`src/rtl/hbf_pkg.sv`:
```
`default_nettype none
// ----------------------------------------------------------------------------
// hbf_pkg: shared definitions for the HDLC bit framer
// Line constants, CRC-16/X.25 constants and the sequencer state type.
// ----------------------------------------------------------------------------
package hbf_pkg;

  localparam logic [7:0]  FLAG_BYTE = 8'h7E;
  localparam logic [15:0] CRC_POLY  = 16'h8408;
  localparam logic [15:0] CRC_INIT  = 16'hFFFF;
  localparam logic [2:0]  STUFF_RUN = 3'd5;

  localparam int CNT_W = 5;
  localparam logic [CNT_W-1:0] LAST_BYTE_BIT = 5'd7;
  localparam logic [CNT_W-1:0] BYTE_END      = 5'd8;
  localparam logic [CNT_W-1:0] LAST_FCS_BIT  = 5'd15;
  localparam logic [CNT_W-1:0] FCS_END       = 5'd16;

  typedef enum logic [2:0] {
    ST_IDLE,
    ST_FLAG_OPEN,
    ST_DATA,
    ST_FCS,
    ST_FLAG_CLOSE
  } hbf_state_t;

endpackage

`default_nettype wire

```
`src/rtl/hbf_if.sv`:
```
`default_nettype none
// ----------------------------------------------------------------------------
// hbf_if: channel interfaces of the HDLC bit framer
// Byte input channel and line bit result channel, valid/ready handshake.
// ----------------------------------------------------------------------------
interface hbf_in_if;
  logic       valid;
  logic       ready;
  logic [7:0] data_byte;
  logic       last_byte;

  modport source (output valid, output data_byte, output last_byte, input ready);
  modport sink   (input valid, input data_byte, input last_byte, output ready);
endinterface

interface hbf_out_if;
  logic valid;
  logic ready;
  logic line_bit;
  logic frame_start;
  logic frame_end;
  logic item_done;

  modport source (output valid, output line_bit, output frame_start,
                  output frame_end, output item_done, input ready);
  modport sink   (input valid, input line_bit, input frame_start,
                  input frame_end, input item_done, output ready);
endinterface

`default_nettype wire

```
`src/rtl/hdlc_bit_framer.sv`:
```
`default_nettype none
// ----------------------------------------------------------------------------
// hdlc_bit_framer: HDLC framing with bit stuffing and CRC-16/X.25
// Serialises payload bytes LSB first between flags, stuffs a zero after five
// ones and appends the inverted reflected CRC before the closing flag.
// ----------------------------------------------------------------------------
// Channel   Port      Direction  Payload
// input     in_chan   sink       data_byte[7:0], last_byte
// result    out_chan  source     line_bit, frame_start, frame_end, item_done
//
// One line bit leaves per cycle through a single output register unless
// out_chan.ready stalls it. A new byte is taken only in idle, after the line
// bits of the previous byte (and, after a last byte, the FCS and closing flag)
// are sequenced. The CRC advances one bit per data bit in a single shared step.
// Reset is synchronous, active low, and leaves the block idle between frames.
// A low out_chan.ready holds the output register and stops the sequencer.
// ----------------------------------------------------------------------------
module hdlc_bit_framer
  import hbf_pkg::*;
(
  input  wire logic clk,
  input  wire logic rst_n,
  hbf_in_if.sink    in_chan,
  hbf_out_if.source out_chan
);

  hbf_state_t       state_r, state_nxt;
  logic [CNT_W-1:0] cnt_r, cnt_nxt;
  logic [7:0]       data_r, data_nxt;
  logic             last_r, last_nxt;
  logic [15:0]      crc_r, crc_nxt;
  logic [2:0]       run_r, run_nxt;
  logic             pend_r, pend_nxt;
  logic             in_frame_r, in_frame_nxt;

  logic out_valid_r, out_valid_nxt;
  logic out_bit_r, out_bit_nxt;
  logic out_start_r, out_start_nxt;
  logic out_end_r, out_end_nxt;
  logic out_done_r, out_done_nxt;

  logic        accept;
  logic        step;
  logic        stuffed;
  logic        emit_stuff;
  logic        src_bit;
  logic [2:0]  run_inc;
  logic        new_pend;
  logic        seg_end;
  logic [15:0] crc_mix;
  logic [15:0] crc_upd;

  assign accept = in_chan.valid && in_chan.ready;
  assign step   = (!out_valid_r || out_chan.ready) && (state_r != ST_IDLE);

  assign in_chan.ready        = (state_r == ST_IDLE);
  assign out_chan.valid       = out_valid_r;
  assign out_chan.line_bit    = out_bit_r;
  assign out_chan.frame_start = out_start_r;
  assign out_chan.frame_end   = out_end_r;
  assign out_chan.item_done   = out_done_r;

  // Shared bit-serial CRC step and stuffing decision.
  always_comb begin
    stuffed    = (state_r == ST_DATA) || (state_r == ST_FCS);
    emit_stuff = stuffed && pend_r;
    case (state_r)
      ST_DATA: src_bit = data_r[cnt_r[2:0]];
      ST_FCS:  src_bit = crc_r[0];
      default: src_bit = FLAG_BYTE[cnt_r[2:0]];
    endcase
    crc_mix  = crc_r ^ {15'd0, src_bit};
    crc_upd  = crc_mix[0] ? ((crc_mix >> 1) ^ CRC_POLY) : (crc_mix >> 1);
    run_inc  = run_r + 3'd1;
    new_pend = src_bit && (run_inc == STUFF_RUN);
    case (state_r)
      ST_DATA:  seg_end = emit_stuff ? (cnt_r == BYTE_END)
                                     : ((cnt_r == LAST_BYTE_BIT) && !new_pend);
      ST_FCS:   seg_end = emit_stuff ? (cnt_r == FCS_END)
                                     : ((cnt_r == LAST_FCS_BIT) && !new_pend);
      default:  seg_end = (cnt_r == LAST_BYTE_BIT);
    endcase
  end

  always_comb begin
    state_nxt = state_r;
    case (state_r)
      ST_IDLE: begin
        if (accept) begin
          state_nxt = in_frame_r ? ST_DATA : ST_FLAG_OPEN;
        end
      end
      ST_FLAG_OPEN: begin
        if (step && seg_end) begin
          state_nxt = ST_DATA;
        end
      end
      ST_DATA: begin
        if (step && seg_end) begin
          state_nxt = last_r ? ST_FCS : ST_IDLE;
        end
      end
      ST_FCS: begin
        if (step && seg_end) begin
          state_nxt = ST_FLAG_CLOSE;
        end
      end
      ST_FLAG_CLOSE: begin
        if (step && seg_end) begin
          state_nxt = ST_IDLE;
        end
      end
      default: state_nxt = ST_IDLE;
    endcase
  end

  always_comb begin
    cnt_nxt       = cnt_r;
    data_nxt      = data_r;
    last_nxt      = last_r;
    crc_nxt       = crc_r;
    run_nxt       = run_r;
    pend_nxt      = pend_r;
    in_frame_nxt  = in_frame_r;
    out_valid_nxt = out_valid_r && !out_chan.ready;
    out_bit_nxt   = out_bit_r;
    out_start_nxt = out_start_r;
    out_end_nxt   = out_end_r;
    out_done_nxt  = out_done_r;

    if (accept) begin
      data_nxt     = in_chan.data_byte;
      last_nxt     = in_chan.last_byte;
      cnt_nxt      = '0;
      in_frame_nxt = 1'b1;
      if (!in_frame_r) begin
        crc_nxt  = CRC_INIT;
        run_nxt  = '0;
        pend_nxt = 1'b0;
      end
    end

    if (step) begin
      out_valid_nxt = 1'b1;
      out_bit_nxt   = emit_stuff ? 1'b0 : src_bit;
      out_start_nxt = (state_r == ST_FLAG_OPEN) && (cnt_r == '0);
      out_end_nxt   = (state_r == ST_FLAG_CLOSE) && seg_end;
      out_done_nxt  = seg_end && (((state_r == ST_DATA) && !last_r) ||
                                  (state_r == ST_FLAG_CLOSE));
      if (seg_end) begin
        cnt_nxt = '0;
      end else if (!emit_stuff) begin
        cnt_nxt = cnt_r + 1'b1;
      end
      if (stuffed) begin
        if (emit_stuff) begin
          pend_nxt = 1'b0;
          run_nxt  = '0;
        end else begin
          pend_nxt = new_pend;
          run_nxt  = (src_bit && !new_pend) ? run_inc : 3'd0;
        end
      end
      case (state_r)
        ST_DATA: begin
          if (!emit_stuff) begin
            crc_nxt = ((cnt_r == LAST_BYTE_BIT) && last_r) ? ~crc_upd : crc_upd;
          end
        end
        ST_FCS: begin
          if (!emit_stuff) begin
            crc_nxt = crc_r >> 1;
          end
        end
        ST_FLAG_CLOSE: begin
          if (seg_end) begin
            crc_nxt      = CRC_INIT;
            run_nxt      = '0;
            pend_nxt     = 1'b0;
            in_frame_nxt = 1'b0;
          end
        end
        default: begin
          crc_nxt = crc_r;
        end
      endcase
    end
  end

  always_ff @(posedge clk) begin
    if (!rst_n) begin
      state_r     <= ST_IDLE;
      cnt_r       <= '0;
      crc_r       <= CRC_INIT;
      run_r       <= '0;
      pend_r      <= 1'b0;
      in_frame_r  <= 1'b0;
      out_valid_r <= 1'b0;
    end else begin
      state_r     <= state_nxt;
      cnt_r       <= cnt_nxt;
      crc_r       <= crc_nxt;
      run_r       <= run_nxt;
      pend_r      <= pend_nxt;
      in_frame_r  <= in_frame_nxt;
      out_valid_r <= out_valid_nxt;
    end
  end

  always_ff @(posedge clk) begin
    data_r      <= data_nxt;
    last_r      <= last_nxt;
    out_bit_r   <= out_bit_nxt;
    out_start_r <= out_start_nxt;
    out_end_r   <= out_end_nxt;
    out_done_r  <= out_done_nxt;
  end

endmodule

`default_nettype wire

```
`src/flat_wrapper.sv`:
```
// flat-port wrapper written by rule: the top's interface ports become plain ports
module hdlc_bit_framer_flat import hbf_pkg::*;
  (clk, rst_n, in_chan_valid, in_chan_data_byte, in_chan_last_byte, in_chan_ready, out_chan_valid, out_chan_line_bit, out_chan_frame_start, out_chan_frame_end, out_chan_item_done, out_chan_ready);
  hbf_in_if in_chan_i ();
  hbf_out_if out_chan_i ();
  input  wire logic clk;
  input  wire logic rst_n;
  input wire logic [$bits(in_chan_i.valid)-1:0] in_chan_valid;
  input wire logic [$bits(in_chan_i.data_byte)-1:0] in_chan_data_byte;
  input wire logic [$bits(in_chan_i.last_byte)-1:0] in_chan_last_byte;
  output wire logic [$bits(in_chan_i.ready)-1:0] in_chan_ready;
  output wire logic [$bits(out_chan_i.valid)-1:0] out_chan_valid;
  output wire logic [$bits(out_chan_i.line_bit)-1:0] out_chan_line_bit;
  output wire logic [$bits(out_chan_i.frame_start)-1:0] out_chan_frame_start;
  output wire logic [$bits(out_chan_i.frame_end)-1:0] out_chan_frame_end;
  output wire logic [$bits(out_chan_i.item_done)-1:0] out_chan_item_done;
  input wire logic [$bits(out_chan_i.ready)-1:0] out_chan_ready;
  assign in_chan_i.valid = in_chan_valid;
  assign in_chan_i.data_byte = in_chan_data_byte;
  assign in_chan_i.last_byte = in_chan_last_byte;
  assign in_chan_ready = in_chan_i.ready;
  assign out_chan_valid = out_chan_i.valid;
  assign out_chan_line_bit = out_chan_i.line_bit;
  assign out_chan_frame_start = out_chan_i.frame_start;
  assign out_chan_frame_end = out_chan_i.frame_end;
  assign out_chan_item_done = out_chan_i.item_done;
  assign out_chan_i.ready = out_chan_ready;
  hdlc_bit_framer u_core (.clk(clk), .rst_n(rst_n), .in_chan(in_chan_i), .out_chan(out_chan_i));
endmodule
```
`config.mk`:
```
export PLATFORM = sky130hd
export DESIGN_NAME = hdlc_bit_framer_flat
export DESIGN_NICKNAME = d
export VERILOG_FILES = /design/src/rtl/hbf_pkg.sv /design/src/rtl/hbf_if.sv /design/src/rtl/hdlc_bit_framer.sv /design/src/flat_wrapper.sv
export SDC_FILE = /design/constraint.sdc
export NUM_CORES = 1
export LEC_CHECK = 0
export BUFFER_PORTS_ARGS = -buffer_cell sky130_fd_sc_hd__buf_2
export CAP_MARGIN = 15
export CORE_AREA = 3 3 72 74
export DETAILED_ROUTE_END_ITERATION = 6
export DIE_AREA = 0 0 75 77
export PLACE_DENSITY = 0.75
export SYNTH_ARGS = -nofsm -noshare
export SYNTH_HDL_FRONTEND = slang
export SYNTH_SLANG_ARGS = --single-unit
```
`constraint.sdc`:
```
create_clock -name clk -period 7.26 [get_ports clk]
set_input_delay 1.089 -clock clk [delete_from_list [all_inputs] [get_ports clk]]
set_output_delay 1.089 -clock clk [all_outputs]
set_load 0.02 [all_outputs]
```
=== Word level (Yosys, flattened, before mapping) ===
Memories as Yosys holds them, arrays and structs flattened. A register that Yosys moved wholly into a read port is not among the register bits.
Cells that the tools add are included.

* Magnitude comparators: 1
* Reductions and logical operators: 25
* Equal/unequal tests: 15
* Mux-type cells: 49
* Bitwise logic cells: 3
* Add/sub/neg operators: 2

{| class="wikitable"
|+ Operators with widths
! kind !! count
|-
| $mux 16 || 8
|-
| $pmux 16 s3 || 1
|-
| $mux 3 || 14
|-
| $mux 5 || 4
|-
| $mux 1 || 16
|-
| $not 16->16 || 1
|-
| $xor 16x1->16 || 1
|-
| $pmux 3 s5 || 1
|-
| $logic_and 1x1->1 || 14
|-
| $eq 5x4->1 const B || 2
|-
| $eq 3x2->1 const B || 2
|-
| $eq 3x3->1 const B || 2
|-
| $ne 2x1->1 const B || 3
|-
| $add 5x1->5 const B || 1
|-
| $eq 5x3->1 const B || 1
|-
| $eq 5x5->1 const B || 1
|-
| $logic_not 5->1 || 1
|-
| $reduce_and 5->1 || 1
|-
| $logic_not 1->1 || 4
|-
| $lt 3x4->1 const B || 1
|-
| $mux 2 || 2
|-
| $ne 2x2->1 const B || 2
|-
| $ne 4x4->1 const B || 1
|-
| $pmux 1 s2 || 2
|-
| other kinds (7) || 9
|}

* Output and inout bits: 6
* Input port bits: 13
* Memory bits (read-only): 8
* Register bits after elaboration: 43
* Memories: 1

{| class="wikitable"
|+ Memories
! memory !! depth !! width !! rd ports !! clocked after Yosys merged registers in !! wr ports !! line !! RTL
|-
| (no name shown) || 8 || 1 || 1 || 1 || 0 || hdlc_bit_framer.sv:70 || <nowiki>default: src_bit = FLAG_BYTE[cnt_r[2:0]];</nowiki>
|}

=== Logic depth before layout (Yosys ltp) ===
* Depth after elaboration: 12
* Mapped depth: 11
* Gate-level depth less buffers: 10

=== Least setup slack after synthesis ===
Ideal clock, no wire load.

* Kind: input port to flip-flop
* From: in in_chan_valid
* To: reg u_core.crc_r[0]
* Setup slack: 4.546 ns
* Buffers on the path: 1
* Library setup time: 0.058 ns
* Cell stages on the path: 8
* Arrival: 2.656 ns
* Cells stage by stage: or4b_1 > nor2_2 > a2bb2oi_1 > o221a_2 > or2b_2 > buf_4 > o31a_1 > o22a_1

* Longest elaborated chain between the ends: 5
* Elaborated cells between the ends (all ways): 7

{| class="wikitable"
|+ RTL lines
! item !! line !! RTL
|-
| start, declared || flat_wrapper.sv:8 || <nowiki>input wire logic [$bits(in_chan_i.valid)-1:0] in_chan_valid;</nowiki>
|-
| $logic_and 1x1->1 * || hdlc_bit_framer.sv:53 || <nowiki>assign accept = in_chan.valid && in_chan.ready;</nowiki>
|-
| $mux 16 * || hdlc_bit_framer.sv:131 || <nowiki>if (accept) begin</nowiki>
|-
| $mux 16, on equally long branches || hdlc_bit_framer.sv:176, hdlc_bit_framer.sv:166, hdlc_bit_framer.sv:171 ||
|-
| $pmux 16 s3 || hdlc_bit_framer.sv:164 || <nowiki>case (state_r)</nowiki>
|-
| $mux 16 * || hdlc_bit_framer.sv:143 || <nowiki>if (step) begin</nowiki>
|-
| end signal, assigned || hdlc_bit_framer.sv:202 || <nowiki>crc_r <= crc_nxt;</nowiki>
|-
| end, declared || hdlc_bit_framer.sv:31 || <nowiki>logic [15:0] crc_r, crc_nxt;</nowiki>
|}

Every way passes the cells marked *; elsewhere a longest branch is shown, timed or not.
A chain may end at the register's enable or synchronous reset.

=== Worst setup path in the final report ===
* From: reg u_core.state_r[1]
* To: reg u_core.run_r[2]

* Longest elaborated chain between the ends: 11
* Elaborated cells between the ends (all ways): 25

{| class="wikitable"
|+ RTL lines
! item !! line !! RTL
|-
| start, declared || hdlc_bit_framer.sv:27 || <nowiki>hbf_state_t state_r, state_nxt;</nowiki>
|-
| start signal, assigned || hdlc_bit_framer.sv:200 || <nowiki>state_r <= state_nxt;</nowiki>
|-
| $eq 3x2->1 || hdlc_bit_framer.sv:65, hdlc_bit_framer.sv:67, hdlc_bit_framer.sv:76 ||
|-
| $pmux 1 s2 || hdlc_bit_framer.sv:67 || <nowiki>case (state_r)</nowiki>
|-
| $logic_and 1x1->1 || hdlc_bit_framer.sv:75 || <nowiki>new_pend = src_bit && (run_inc == STUFF_RUN);</nowiki>
|-
| $logic_not 1->1 || hdlc_bit_framer.sv:78, hdlc_bit_framer.sv:80, hdlc_bit_framer.sv:161 ||
|-
| $logic_and 1x1->1 || hdlc_bit_framer.sv:161 || <nowiki>run_nxt = (src_bit && !new_pend) ? run_inc : 3'd0;</nowiki>
|-
| $mux 3 || hdlc_bit_framer.sv:161 ||
|-
| $mux 3 || hdlc_bit_framer.sv:156 || <nowiki>if (emit_stuff) begin</nowiki>
|-
| $mux 3 || hdlc_bit_framer.sv:155 || <nowiki>if (stuffed) begin</nowiki>
|-
| $mux 3 || hdlc_bit_framer.sv:176 || <nowiki>if (seg_end) begin</nowiki>
|-
| $mux 3 || hdlc_bit_framer.sv:164 ||
|-
| $mux 3 * || hdlc_bit_framer.sv:143 ||
|-
| end signal, assigned || hdlc_bit_framer.sv:203 || <nowiki>run_r <= run_nxt;</nowiki>
|-
| end, declared || hdlc_bit_framer.sv:32 || <nowiki>logic [2:0] run_r, run_nxt;</nowiki>
|}

Marks and branches as above.

==> reports/metrics.cfg <==
[synth]
yosys_most_used_dff=dfxtp_1
yosysSeqAreaShare_pct=40.5
yosysWarnings=0
syn_area_per_cell_um2=9.02
synth_cell_type_count=58
synth_edf_count=13
synth-seq-cells=44
syn_inst=277
synth_area_um2=2500
syn-num-nets=295
synthArstFlopShare_pct=0

[floorplanning]
start_util_pct=53.6
ioPinCount=19
core_um2=4660
rows=25
die_h_um=77
dieArea_um2=5780
die_w_um=75

[timing]
slew_headroom_pct=24.1
rsz0062_at_grt=false
period_needed_ns=3.22
period_share_pct=44.3
whs_ns=0.496
setup_viol=0
tightest_slew_ns=1.14
tns_ns=0
hold_viol_final=0
finClkSkew_ns=0.00644
maxSlewViolCount=0
finalWorstSetupSlack_ns=4.04
fmax_mhz=311

[placement]
gp_congestion=0.908
port-buffer-count=18
dp_slack_ns=4.10
place_area_um2=2570
dp_hpwl_mm=3.65

[clock_network]
numCtsBuffers=5
holdBufCountCts=0
clk_latency_ns=0.30
clk_path_buf_depth=2
path_clk_slew_ns=0.08
cts-resized-gates=0
clockRootBuffer=clkbuf_8
cts_max_level=2
post_cts_buffers=0
cts_tree=done
cts.sinks=44

[critical_path]
cp-end-kind=flip-flop
cp_max_fo=17
crit_path_top_delay_cell=dfxtp_1
crit_chain=nor2b_1 > nand2_1 > nand3_1 > o22ai_2 > nor2_2 > o21ai_0 > a32o_1
path_class=reg -> reg
arrival_ns=3.41
cp.required_ns=7.45
reg2reg_slack_ns=4.04
worstRegToRegCells=7
start_kind=flip-flop
cpPeakStageDelay_ns=0.60

[detailed_routing]
first_pass_iters=4
wire_per_inst_um=15.5
wl_mm=5.26
drc=0
via_per_inst=6.16
first_iter_violations=155
num_vias=2093
drtAntennaViolNets=0

[outcome]
status=finished clean

[grt]
grt_pass1_wl_mm=9.09
first_global_vias=1898
grt_max_degree=23
antenna_found_initial=0
grt.total_usage_pct=19.9
overflow=0

[cells_and_area]
final_area_um2=2660
mostFrequentLayoutCells=nor2_1 (40), dfxtp_1 (31), a21oi_1 (20)
syn_to_final_growth_pct=6.46
diodes=0
layout_commonest_cell=nor2_1
layout-drive-gt1-share_pct=12.9
nets=303

[power]
peakVddDrop_mv=0.132
powerDensity_nw_per_um2=210
p_total_w=0.000558
leakagePower_nw=0.912

[flow_run]
cap_viol_max_count=0

[min_path]
whs_path_depth=1
hold_class=reg -> reg

[area by class of cell]
| cell class | count | area, um2 |
|---|---|---|
| sequential | 44 | 1010 |
| inverter | 12 | 45.0 |
| timing repair buffer | 19 | 97.6 |
| clock buffer | 5 | 68.8 |
| fill | 411 | 2000 |
| tap | 54 | 67.6 |
| multi-input combinational | 203 | 1350 |
| clock inverter | 3 | 18.8 |
[flip-flops by register name, indices dropped and copies added, names as in the netlist, 3 cells and up, named ones only]
| register | count |
|---|---|
| u_core.crc_r | 16 |
| u_core.run_r | 3 |
| u_core.data_r | 8 |
| u_core.state_r | 3 |
| u_core.cnt_r | 5 |
[critical path, delay by kind of cell (launching register included)]
family           cells  cell delay [ns]
flip-flops           1             0.60
AO/OA/AOI/OAI        3             0.84
AND/OR/NAND/NOR      4             1.66
[final timing paths]
path                                   startpoint          endpoint
worst min-delay path             u_core.crc_r[14]  u_core.crc_r[14]
worst min register to register   u_core.crc_r[14]  u_core.crc_r[14]
worst max-delay path            u_core.state_r[1]   u_core.run_r[2]
worst max register to register  u_core.state_r[1]   u_core.run_r[2]
[report_power, final]
part	leakage, nW	switching, W	total (W)	internal (W)
logic	0.498	0.0000725	0.000121	0.0000484
registers	0.377	0.0000162	0.000288	0.000271
clock network	0.0378	0.0000830	0.000149	0.0000664
[per-stage QoR]
stage	utilization (%)	cells
after detailed placement	55.2	332
after global routing	57.0	340
after floorplan	-	277
after global placement	55.2	332
final	57.0	340
after CTS	57.0	340
[Yosys cell counts, drive strengths merged, types with 4 or more instances]
library cell / count / share of area (%)
a21oi: 21 / 4.4
and3: 4 / 1.0
buf: 11 / 2.6
clkbuf: 7 / 1.1
dfxtp: 31 / 25
edfxtp: 13 / 16
ha: 5 / 2.5
inv: 12 / 1.8
mux2i: 7 / 2.8
nand2: 14 / 2.1
nand3: 8 / 1.6
nand4: 7 / 1.8
nor2: 42 / 6.5
nor2b: 6 / 1.5
nor3: 5 / 1.5
o21ai: 9 / 1.8
o22a: 13 / 4.6
o22ai: 5 / 1.5
o31a: 11 / 3.9
[cells by family after synthesis]
family / share of synthesized area [%]
mux: 3.26
simple gates: 20.4
buf+inv: 5.46
compound gates: 24.9
flops: 40.5
fa+ha+maj: 2.51
xor+xnor: 3.06
[per-layer routing]
layer	share of wire, %	vias up	wire length (um)	global-route usage (%)
li1	-	1048	-	-
met1	48	945	2540	29.2
met2	44	89	2310	28.2
met3	6.1	11	322	4.59
met4	1.6	0	86	7.30
met5	0	-	0	0
No activity file was read; power rests on OpenSTA's default activity.
